<file path="src/hdl/taz_pkg.sv">
// ---------------------------------------------------------------------------
// taz_pkg
// Shared types and constants for the tilt averaging zoom angle block.
// ---------------------------------------------------------------------------
package taz_pkg;

	// Operation codes carried in s_tuser
	localparam logic [1:0] OP_ADD     = 2'd0;
	localparam logic [1:0] OP_COMPUTE = 2'd1;
	localparam logic [1:0] OP_RESTART = 2'd2;

	// Result status codes carried in m_tuser
	localparam logic [1:0] STAT_NONE     = 2'd0;
	localparam logic [1:0] STAT_BASELINE = 2'd1;
	localparam logic [1:0] STAT_ANGLES   = 2'd2;

	// Field widths
	localparam int unsigned SAMPLE_W = 16;
	localparam int unsigned LIMIT_W  = 10;
	localparam int unsigned ANGLE_W  = 9;
	localparam int unsigned PITCH_W  = 11;
	localparam int unsigned MAG_W    = 11;

	// Scaling: dev * ANGLE_SCALE / (depth * Q_ONE)
	localparam int unsigned ANGLE_SCALE = 420;
	localparam int unsigned Q_ONE       = 4096;
	localparam int unsigned ANGLE_BOUND = 200;
	localparam logic [LIMIT_W-1:0] PITCH_LIMIT_RST = 10'd200;

	localparam int unsigned RING_DEPTH_DEF = 32;

	// Sequencing strobes from the top level to each axis lane
	typedef struct packed {
		logic acc_clr;
		logic acc_en;
		logic base_ld;
		logic start;
	} lane_ctl_t;

endpackage

</file>
<file path="src/hdl/taz_ram.sv">
// ---------------------------------------------------------------------------
// taz_ram
// Generic single write port, single read port RAM with registered read data.
// ---------------------------------------------------------------------------
module taz_ram #(
	parameter int unsigned WIDTH = 32,
	parameter int unsigned DEPTH = 32
) (
	input  logic                     clk,
	input  logic                     wr_en,
	input  logic [$clog2(DEPTH)-1:0] wr_addr,
	input  logic [WIDTH-1:0]         wr_data,
	input  logic                     rd_en,
	input  logic [$clog2(DEPTH)-1:0] rd_addr,
	output logic [WIDTH-1:0]         rd_data
);

	logic [WIDTH-1:0] mem_q [DEPTH];
	logic [WIDTH-1:0] rd_data_q;

	// Write and registered read
	always_ff @(posedge clk) begin
		if (wr_en) begin
			mem_q[wr_addr] <= wr_data;
		end
		if (rd_en) begin
			rd_data_q <= mem_q[rd_addr];
		end
	end

	assign rd_data = rd_data_q;

endmodule

</file>
<file path="src/hdl/taz_lane.sv">
// ---------------------------------------------------------------------------
// taz_lane
// One axis lane: window accumulator, baseline, deviation scaling through a
// reciprocal multiply by the window divisor, and symmetric clamp.
// ---------------------------------------------------------------------------
module taz_lane #(
	parameter int unsigned RING_DEPTH = taz_pkg::RING_DEPTH_DEF
) (
	input  logic                                clk,
	input  logic                                arst_n,
	input  taz_pkg::lane_ctl_t                  ctl,
	input  logic signed [taz_pkg::SAMPLE_W-1:0] sample,
	input  logic [taz_pkg::LIMIT_W-1:0]         bound,
	output logic signed [taz_pkg::MAG_W-1:0]    value,
	output logic                                done
);

	localparam int unsigned SW  = taz_pkg::SAMPLE_W + $clog2(RING_DEPTH);
	localparam int unsigned DW  = SW + 1;
	localparam int unsigned PW  = DW + $clog2(taz_pkg::ANGLE_SCALE);
	localparam int unsigned QSH = $clog2(taz_pkg::Q_ONE);
	localparam int unsigned HW  = PW - QSH;
	localparam int unsigned QW  = taz_pkg::MAG_W - 1;
	localparam int unsigned NW  = QW + $clog2(RING_DEPTH);
	localparam int unsigned RSH = NW + $clog2(RING_DEPTH);
	localparam int unsigned RW  = NW + 1;
	localparam int unsigned XW  = NW + RW;
	// ceil(2^RSH / depth): exact floor division for any NW-bit numerator
	localparam longint unsigned RECIP_L =
		((64'd1 << RSH) + 64'(RING_DEPTH) - 64'd1) / 64'(RING_DEPTH);
	localparam logic [RW-1:0] RECIP = RW'(RECIP_L);
	localparam logic [HW-1:0] SAT_NUM = HW'(RING_DEPTH << QW);
	localparam logic [taz_pkg::MAG_W-1:0] MAG_SAT = taz_pkg::MAG_W'(1 << QW);

	typedef enum logic [1:0] {
		L_IDLE,
		L_MUL,
		L_DIV,
		L_CLAMP
	} phase_t;

	phase_t                         phase_q;
	logic signed [SW-1:0]           acc_q;
	logic signed [SW-1:0]           base_q;
	logic signed [DW-1:0]           diff_s1;
	logic                           neg_q;
	logic [PW-1:0]                  prod_q;
	logic                           sat_q;
	logic [QW-1:0]                  quo_q;
	logic signed [taz_pkg::MAG_W-1:0] value_q;
	logic                           done_q;

	logic [DW-1:0]                  abs_diff;
	logic [HW-1:0]                  scaled;
	logic                           over;
	logic [XW-1:0]                  rprod;
	logic [taz_pkg::MAG_W-1:0]      mag;
	logic [taz_pkg::MAG_W-1:0]      bound_ext;
	logic [taz_pkg::MAG_W-1:0]      clamped;

	// Magnitude of the deviation, split divide: shift by Q_ONE, then by depth
	assign abs_diff  = diff_s1[DW-1] ? (~diff_s1 + DW'(1)) : diff_s1;
	assign scaled    = prod_q[PW-1:QSH];
	assign over      = (scaled >= SAT_NUM);
	assign rprod     = XW'(scaled[NW-1:0]) * XW'(RECIP);
	assign mag       = sat_q ? MAG_SAT : {1'b0, quo_q};
	assign bound_ext = taz_pkg::MAG_W'(bound);
	assign clamped   = (mag > bound_ext) ? bound_ext : mag;

	// Accumulate the window and hold the baseline
	always_ff @(posedge clk or negedge arst_n) begin
		if (!arst_n) begin
			acc_q  <= '0;
			base_q <= '0;
		end else begin
			if (ctl.acc_clr) begin
				acc_q <= '0;
			end else if (ctl.acc_en) begin
				acc_q <= acc_q + SW'(sample);
			end
			if (ctl.base_ld) begin
				base_q <= acc_q;
			end
		end
	end

	// Scale sequencer: difference, multiply, divide, clamp
	always_ff @(posedge clk or negedge arst_n) begin
		if (!arst_n) begin
			phase_q <= L_IDLE;
			diff_s1 <= '0;
			neg_q   <= 1'b0;
			prod_q  <= '0;
			sat_q   <= 1'b0;
			quo_q   <= '0;
			value_q <= '0;
			done_q  <= 1'b0;
		end else begin
			done_q <= 1'b0;
			case (phase_q)
				L_IDLE: begin
					if (ctl.start) begin
						diff_s1 <= DW'(acc_q) - DW'(base_q);
						phase_q <= L_MUL;
					end
				end
				L_MUL: begin
					neg_q   <= diff_s1[DW-1];
					prod_q  <= PW'(abs_diff) * PW'(taz_pkg::ANGLE_SCALE);
					phase_q <= L_DIV;
				end
				L_DIV: begin
					sat_q   <= over;
					quo_q   <= rprod[RSH +: QW];
					phase_q <= L_CLAMP;
				end
				L_CLAMP: begin
					value_q <= neg_q ? -$signed(clamped) : $signed(clamped);
					done_q  <= 1'b1;
					phase_q <= L_IDLE;
				end
				default: begin
					phase_q <= L_IDLE;
				end
			endcase
		end
	end

	assign value = value_q;
	assign done  = done_q;

	// A clamp always follows the divide step
	assert property (@(posedge clk) disable iff (!arst_n)
		(phase_q == L_CLAMP) |-> ($past(phase_q) == L_DIV))
		else $error("lane clamp entered without a finished divide");

endmodule

</file>
<file path="src/hdl/tilt_average_zoom_angles_top.sv">
// ---------------------------------------------------------------------------
// tilt_average_zoom_angles_top
// Ring of accelerometer samples with baseline capture and clamped tilt
// angles for the zoom view.
// ---------------------------------------------------------------------------
// Usage:
//   s_* channel takes one operation per transfer (s_tuser): add sample,
//   compute angles or restart. Add and restart produce no output; every
//   compute produces exactly one m_* transfer whose m_tuser is the status.
//   cfg_* writes pitch_limit (reset 200); cfg_ready is always high.
// Sequence:
//   Add, restart and unused codes finish in S_IDLE and may follow back to
//   back. A compute that is not ready or not zoomed passes through S_EMIT
//   into the output register. A full compute reads the ring one entry per
//   cycle through the single RAM read port, then a baseline capture goes
//   through S_EMIT to the output register. Otherwise the x and y lanes
//   scale side by side (multiply, divide, clamp), then the result is merged
//   in S_WAIT and loaded into the output register from S_EMIT.
//   One item is in work at a time.
// Reset:
//   Clears write index, full and baseline flags and the output valid flag.
//   The ring is not cleared; a compute only reads it after a full wrap.
// Stall:
//   A finished result sits in the output register until m_tready; new
//   items are still accepted meanwhile, and the next result waits its turn.
// ---------------------------------------------------------------------------
module tilt_average_zoom_angles_top #(
	parameter int unsigned RING_DEPTH = taz_pkg::RING_DEPTH_DEF
) (
	input  logic        clk,
	input  logic        arst_n,
	// Input stream
	input  logic        s_tvalid,
	output logic        s_tready,
	input  logic [39:0] s_tdata,  // accel_x[15:0], accel_y[31:16], zoomed_in[32], zero pad
	input  logic [1:0]  s_tuser,  // operation[1:0]
	// Output stream
	output logic        m_tvalid,
	input  logic        m_tready,
	output logic [23:0] m_tdata,  // zoom_angle[8:0], zoom_pitch[19:9], zero pad
	output logic [1:0]  m_tuser,  // status[1:0]
	// Configuration write
	input  logic        cfg_valid,
	output logic        cfg_ready,
	input  logic [9:0]  cfg_data  // pitch_limit
);

	localparam int unsigned AW = $clog2(RING_DEPTH);
	localparam int unsigned CW = $clog2(RING_DEPTH + 1);
	localparam int unsigned SMW = taz_pkg::SAMPLE_W;
	localparam logic [AW-1:0] LAST_IDX = AW'(RING_DEPTH - 1);
	localparam logic [CW-1:0] CNT_END = CW'(RING_DEPTH);

	typedef enum logic [1:0] {
		S_IDLE,
		S_SUM,
		S_WAIT,
		S_EMIT
	} state_t;

	state_t                              state_q;
	logic [AW-1:0]                       wr_idx_q;
	logic                                full_q;
	logic                                based_q;
	logic [CW-1:0]                       rd_cnt_q;
	logic                                rd_vld_s1;
	logic [taz_pkg::LIMIT_W-1:0]         pitch_limit_q;
	logic [1:0]                          res_status_q;
	logic signed [taz_pkg::ANGLE_W-1:0]  res_angle_q;
	logic signed [taz_pkg::PITCH_W-1:0]  res_pitch_q;
	logic                                m_tvalid_q;
	logic [23:0]                         m_tdata_q;
	logic [1:0]                          m_tuser_q;

	logic                                in_xfer;
	logic [1:0]                          op;
	logic                                zoomed;
	logic                                wr_en;
	logic                                rd_en;
	logic                                sum_done;
	logic                                out_load;
	logic [2*SMW-1:0]                    rd_data;
	taz_pkg::lane_ctl_t                  lane_ctl;
	logic signed [taz_pkg::MAG_W-1:0]    val_x;
	logic signed [taz_pkg::MAG_W-1:0]    val_y;
	logic                                done_x;
	logic                                done_y;

	// Input decode
	assign s_tready = (state_q == S_IDLE);
	assign in_xfer  = s_tvalid && s_tready;
	assign op       = s_tuser;
	assign zoomed   = s_tdata[2*SMW];
	assign wr_en    = in_xfer && (op == taz_pkg::OP_ADD);

	// Ring read sweep
	assign rd_en    = (state_q == S_SUM) && (rd_cnt_q != CNT_END);
	assign sum_done = (state_q == S_SUM) && (rd_cnt_q == CNT_END) && !rd_vld_s1;

	// Output register takes the pending result when it is empty or drains
	assign out_load = (state_q == S_EMIT) && (!m_tvalid_q || m_tready);

	// Lane strobes
	always_comb begin
		lane_ctl         = '0;
		lane_ctl.acc_clr = in_xfer && (op == taz_pkg::OP_COMPUTE);
		lane_ctl.acc_en  = rd_vld_s1;
		lane_ctl.base_ld = sum_done && !based_q;
		lane_ctl.start   = sum_done && based_q;
	end

	taz_ram #(
		.WIDTH (2 * SMW),
		.DEPTH (RING_DEPTH)
	) u_ring (
		.clk     (clk),
		.wr_en   (wr_en),
		.wr_addr (wr_idx_q),
		.wr_data ({s_tdata[2*SMW-1:SMW], s_tdata[SMW-1:0]}),
		.rd_en   (rd_en),
		.rd_addr (rd_cnt_q[AW-1:0]),
		.rd_data (rd_data)
	);

	taz_lane #(
		.RING_DEPTH (RING_DEPTH)
	) u_lane_x (
		.clk    (clk),
		.arst_n (arst_n),
		.ctl    (lane_ctl),
		.sample ($signed(rd_data[SMW-1:0])),
		.bound  (taz_pkg::LIMIT_W'(taz_pkg::ANGLE_BOUND)),
		.value  (val_x),
		.done   (done_x)
	);

	taz_lane #(
		.RING_DEPTH (RING_DEPTH)
	) u_lane_y (
		.clk    (clk),
		.arst_n (arst_n),
		.ctl    (lane_ctl),
		.sample ($signed(rd_data[2*SMW-1:SMW])),
		.bound  (pitch_limit_q),
		.value  (val_y),
		.done   (done_y)
	);

	// Configuration register
	assign cfg_ready = 1'b1;

	always_ff @(posedge clk or negedge arst_n) begin
		if (!arst_n) begin
			pitch_limit_q <= taz_pkg::PITCH_LIMIT_RST;
		end else if (cfg_valid && cfg_ready) begin
			pitch_limit_q <= cfg_data;
		end
	end

	// Control sequence, ring flags, merge of lane results and output register
	always_ff @(posedge clk or negedge arst_n) begin
		if (!arst_n) begin
			state_q    <= S_IDLE;
			wr_idx_q   <= '0;
			full_q     <= 1'b0;
			based_q    <= 1'b0;
			rd_cnt_q   <= '0;
			rd_vld_s1  <= 1'b0;
			m_tvalid_q <= 1'b0;
		end else begin
			rd_vld_s1 <= rd_en;
			if (out_load) begin
				m_tvalid_q <= 1'b1;
			end else if (m_tready) begin
				m_tvalid_q <= 1'b0;
			end
			case (state_q)
				S_IDLE: begin
					if (in_xfer) begin
						case (op)
							taz_pkg::OP_ADD: begin
								if (wr_idx_q == LAST_IDX) begin
									wr_idx_q <= '0;
									full_q   <= 1'b1;
								end else begin
									wr_idx_q <= wr_idx_q + AW'(1);
								end
							end
							taz_pkg::OP_RESTART: begin
								wr_idx_q <= '0;
								full_q   <= 1'b0;
								based_q  <= 1'b0;
							end
							taz_pkg::OP_COMPUTE: begin
								if (full_q && zoomed) begin
									rd_cnt_q <= '0;
									state_q  <= S_SUM;
								end else begin
									res_status_q <= taz_pkg::STAT_NONE;
									res_angle_q  <= '0;
									res_pitch_q  <= '0;
									state_q      <= S_EMIT;
								end
							end
							default: begin
								// unused code: drop
							end
						endcase
					end
				end
				S_SUM: begin
					if (rd_en) begin
						rd_cnt_q <= rd_cnt_q + CW'(1);
					end
					if (sum_done) begin
						if (based_q) begin
							state_q <= S_WAIT;
						end else begin
							based_q      <= 1'b1;
							res_status_q <= taz_pkg::STAT_BASELINE;
							res_angle_q  <= '0;
							res_pitch_q  <= '0;
							state_q      <= S_EMIT;
						end
					end
				end
				S_WAIT: begin
					if (done_x) begin
						res_status_q <= taz_pkg::STAT_ANGLES;
						res_angle_q  <= val_x[taz_pkg::ANGLE_W-1:0];
						res_pitch_q  <= val_y;
						state_q      <= S_EMIT;
					end
				end
				S_EMIT: begin
					if (out_load) begin
						m_tuser_q  <= res_status_q;
						m_tdata_q  <= {4'b0, res_pitch_q, res_angle_q};
						state_q    <= S_IDLE;
					end
				end
				default: begin
					state_q <= S_IDLE;
				end
			endcase
		end
	end

	assign m_tvalid = m_tvalid_q;
	assign m_tdata  = m_tdata_q;
	assign m_tuser  = m_tuser_q;

	// The window sweep only runs over a ring that has wrapped
	assert property (@(posedge clk) disable iff (!arst_n)
		(state_q == S_SUM) |-> full_q)
		else $error("ring read sweep on a ring that is not full");

	// Both lanes finish together, and only while the sequence waits for them
	assert property (@(posedge clk) disable iff (!arst_n)
		(done_x || done_y) |-> (done_x && done_y && state_q == S_WAIT))
		else $error("lane completion out of step");

	// Only an angles result carries nonzero angle and pitch
	assert property (@(posedge clk) disable iff (!arst_n)
		(state_q == S_EMIT && res_status_q != taz_pkg::STAT_ANGLES)
		|-> (res_angle_q == '0 && res_pitch_q == '0))
		else $error("nonzero angle or pitch on a status without angles");

endmodule
</file>
<file path="config.mk">
export PLATFORM = sky130hd
export DESIGN_NAME = tilt_average_zoom_angles_top
export DESIGN_NICKNAME = d
export VERILOG_FILES = /design/src/hdl/taz_pkg.sv /design/src/hdl/taz_ram.sv /design/src/hdl/taz_lane.sv /design/src/hdl/tilt_average_zoom_angles_top.sv
export SDC_FILE = /design/constraint.sdc
export NUM_CORES = 2
export LEC_CHECK = 0
export BUFFER_PORTS_ARGS = -buffer_cell sky130_fd_sc_hd__buf_2
export CAP_MARGIN = 5
export CORE_AREA = 2 2 346 382
export CTS_BUF_LIST = sky130_fd_sc_hd__clkbuf_4 sky130_fd_sc_hd__clkbuf_8 sky130_fd_sc_hd__clkbuf_16
export DETAILED_ROUTE_END_ITERATION = 12
export DIE_AREA = 0 0 348 384
export MAX_ROUTING_LAYER = met4
export PLACE_DENSITY = 0.69
export SYNTH_ARGS = -nofsm -noshare
export SYNTH_HDL_FRONTEND = slang
export SYNTH_HIERARCHICAL = 1
export SYNTH_SLANG_ARGS = --single-unit
export TNS_END_PERCENT = 5
</file>
<file path="constraint.sdc">
create_clock -name clk -period 13.31 [get_ports clk]
set_clock_uncertainty 0.05 [all_clocks]
set_input_delay 0.6655 -clock clk [delete_from_list [all_inputs] [get_ports clk]]
set_output_delay 0.6655 -clock clk [all_outputs]
set_load 0.005 [all_outputs]
</file>
==> reports/qor.csv <==
stage,metric,value,unit
grt,grt.total_usage,21.0,%
routing,firstDrtPassIters,6,
layout,finalInstanceArea,0.0701,mm²
grt,grt_max_degree,132,
routing,avgRoutedWirePerCell,20.9,µm
synth,postSynthCellCount,4625,
clock_tree,clk_latency,0.76,ns
clock_tree,htreeDepth,4,
place,dpl_cell_area,0.0655,mm²
setup_path,critPathSlowestCell,fa_1,
grt,grt_pass1_vias,36200,
floorplan,design.die.area,0.134,mm²
place,dp_hpwl,78300,µm
grt,grt_pass1_wl,209000,µm
setup_path,max_stage_delay,0.53,ns
routing,routed_wl,137000,µm
sta,slew_headroom,21.9,%
run_status,outcome,"complete, no violations",
sta,hold_violations,0,
setup_path,cpMostUsedCell,inv_1,
place,gp_congestion,0.830,
sta,fin_crit_sh,47.1,%
floorplan,fp.dieW,348,µm
sta,grt_setup_unrepaired,false,
floorplan,coreArea,0.130,mm²
setup_path,end_kind,flip-flop,
routing,detail_route.iter0.violations,3067,
power_and_ir_drop,leakage,28.3,nW
clock_tree,cts_setup_buffers,0,
power_and_ir_drop,switchingPower,4.07,mW
sta,fmax,0.160,GHz
floorplan,chipHeight,384,µm
clock_tree,cts_tree,done,
layout,syn_to_final_growth,11.0,%
setup_path,worstPathArrival,6.86,ns
power_and_ir_drop,vdd_drop_max,0.000235,V
setup_path,required,13.91,ns
setup_path,path_class,reg -> reg,
floorplan,start_util,48.6,%
routing,avgViaCountPerCell,5.68,
synth,yosys_warnings,6,
routing,drt.antenna.violating_nets,0,
power_and_ir_drop,sw_frac_of_total,32.3,%
power_and_ir_drop,power.density,180,mW/mm²
sta,fin_setup_tns,0,ns
worst_hold_path,holdCritPathClass,in -> reg,
place,port_buffers,73,
synth,syn_area,0.0631,mm²
routing,drc_errors,0,
grt,gr-total-overflow,0,
power_and_ir_drop,clock_power_share,30.3,%
power_and_ir_drop,p_int,8.53,mW
synth,avgSynthCellArea,13.6,µm²
clock_tree,root_buffer,clkbuf_16,
setup_path,startpoint_type,flip-flop,
clock_tree,path_clk_slew,0.07,ns
sta,tightestPinTransition,1.17,ns
layout,layout.nets,5145,
sta,slew_violations,0,
setup_path,cp_top_family,adder cells,
clock_tree,clockBufferDepth,3,
sta,min_period,6.27,ns
setup_path,crit_buf_inv,6,
sta,setup_viol,0,
clock_tree,cts_sinks,1332,
floorplan,rows,139,
layout,layout-drive-gt1-share,10.3,%
grt,antenna_found_initial,16,
flow_run,maxCapViolCount,0,
power_and_ir_drop,totalPowerFinal,12.6,mW
setup_path,path_max_fanout,7,
routing,vias,37200,
power_and_ir_drop,pwr-share-comb,30.4,%
clock_tree,tritoncts.num_buffers,135,
power_and_ir_drop,seq_power_share,39.2,%
floorplan,pin_count,86,
==> cell type report <==
type	instances	area (µm²)
repair buffers	134	886
clock inverters	79	835
inverters	276	1040
diodes	9	22.5
multi-input cells	2858	22600
fillers	10400	59800
clock buffers	167	3700
well taps	1692	2120
flip-flops and latches	1332	38800
==> registers in the layout, indices dropped and copies added (netlist names), 14 cells and up <==
name	cells
u_ring/rd_data	32
u_lane_y/diff_s1	22
u_lane_x/diff_s1	22
u_lane_y/base_q	21
u_ring/mem_q	1024
u_lane_x/prod_q	14
m_tdata	20
u_lane_x/base_q	21
u_lane_y/prod_q	14
u_lane_y/acc_q	21
u_lane_x/acc_q	21
==> path summary, 6_finish.rpt <==
check,start,end,slack (ns),cells past startpoint
worst max register to register,u_lane_x/diff_s1[0]$_DFFE_PN0P_,u_lane_x/prod_q[27]$_DFFE_PN0N_,7.04,25
min in group asynchronous,arst_n,m_tvalid$_DFFE_PN0P_,0.47,2
max in group asynchronous,arst_n,u_lane_y/base_q[0]$_DFFE_PN0P_,11.31,3
worst min register to register,res_angle_q[8]$_SDFFCE_PP0P_,m_tdata[8]$_DFFE_PP_,0.37,0
worst min-delay path,cfg_data[0],pitch_limit_q[0]$_DFFE_PN0P_,0.1,2
worst max-delay path,u_lane_x/diff_s1[0]$_DFFE_PN0P_,u_lane_x/prod_q[27]$_DFFE_PN0N_,7.04,25
==> layout by cell type (no fill, tap or decap), drive strengths merged, types with 42 or more instances in the layout <==
cell and count:
a22oi 97, a21oi 197, edfxtp 1100, xor2 60, xnor2 118, mux2 64
dfrtp 229, ha 309, nand2 277, o21ai 156, buf 133, inv 282
nor2 146, mux2i 541, clkbuf 167, a21o 78, nor3 71, fa 42
clkinv 59, nand3 137, a22o 70
==> power groups by stage <==
stage | Clock, mW | Combinational [mW] | Sequential [mW]
5_1_grt | 4.08 | 4.20 | 4.97
2_1_floorplan | 0 | 2.97 | 4.95
4_1_cts | 3.91 | 3.81 | 4.95
3_5_place_dp | 0 | 3.79 | 5.03
3_3_place_gp | 0 | 3.73 | 5.03
6_report | 3.83 | 3.83 | 4.95
==> through the flow <==
step	util, %	hold WS (ns)	worst slack [ns]	cells
after global placement	50.4	0.354	7.04	6291
after global routing	53.9	0.0640	6.58	6545
after detailed placement	50.4	0.355	6.98	6291
after floorplan	-	0.320	7.50	4658
after CTS	53.9	0.0372	6.98	6538
final	53.9	0.0980	7.04	6547
==> metal layers <==
metal	vias up	share of wire, %	GRT usage (%)
li1	17500	-	-
met1	18400	41	26.0
met2	1007	50	35.0
met3	263	6.3	3.75
met4	0	2.8	6.76
met5	-	0	-
==> timing repair <==
| action | CTS | global route |
|---|---|---|
| endpoints found under the hold margin | 94 | 0 |
| hold buffers | 1 | 0 |
| resized for setup | 0 | 0 |
(Power assumes the default switching activity.)
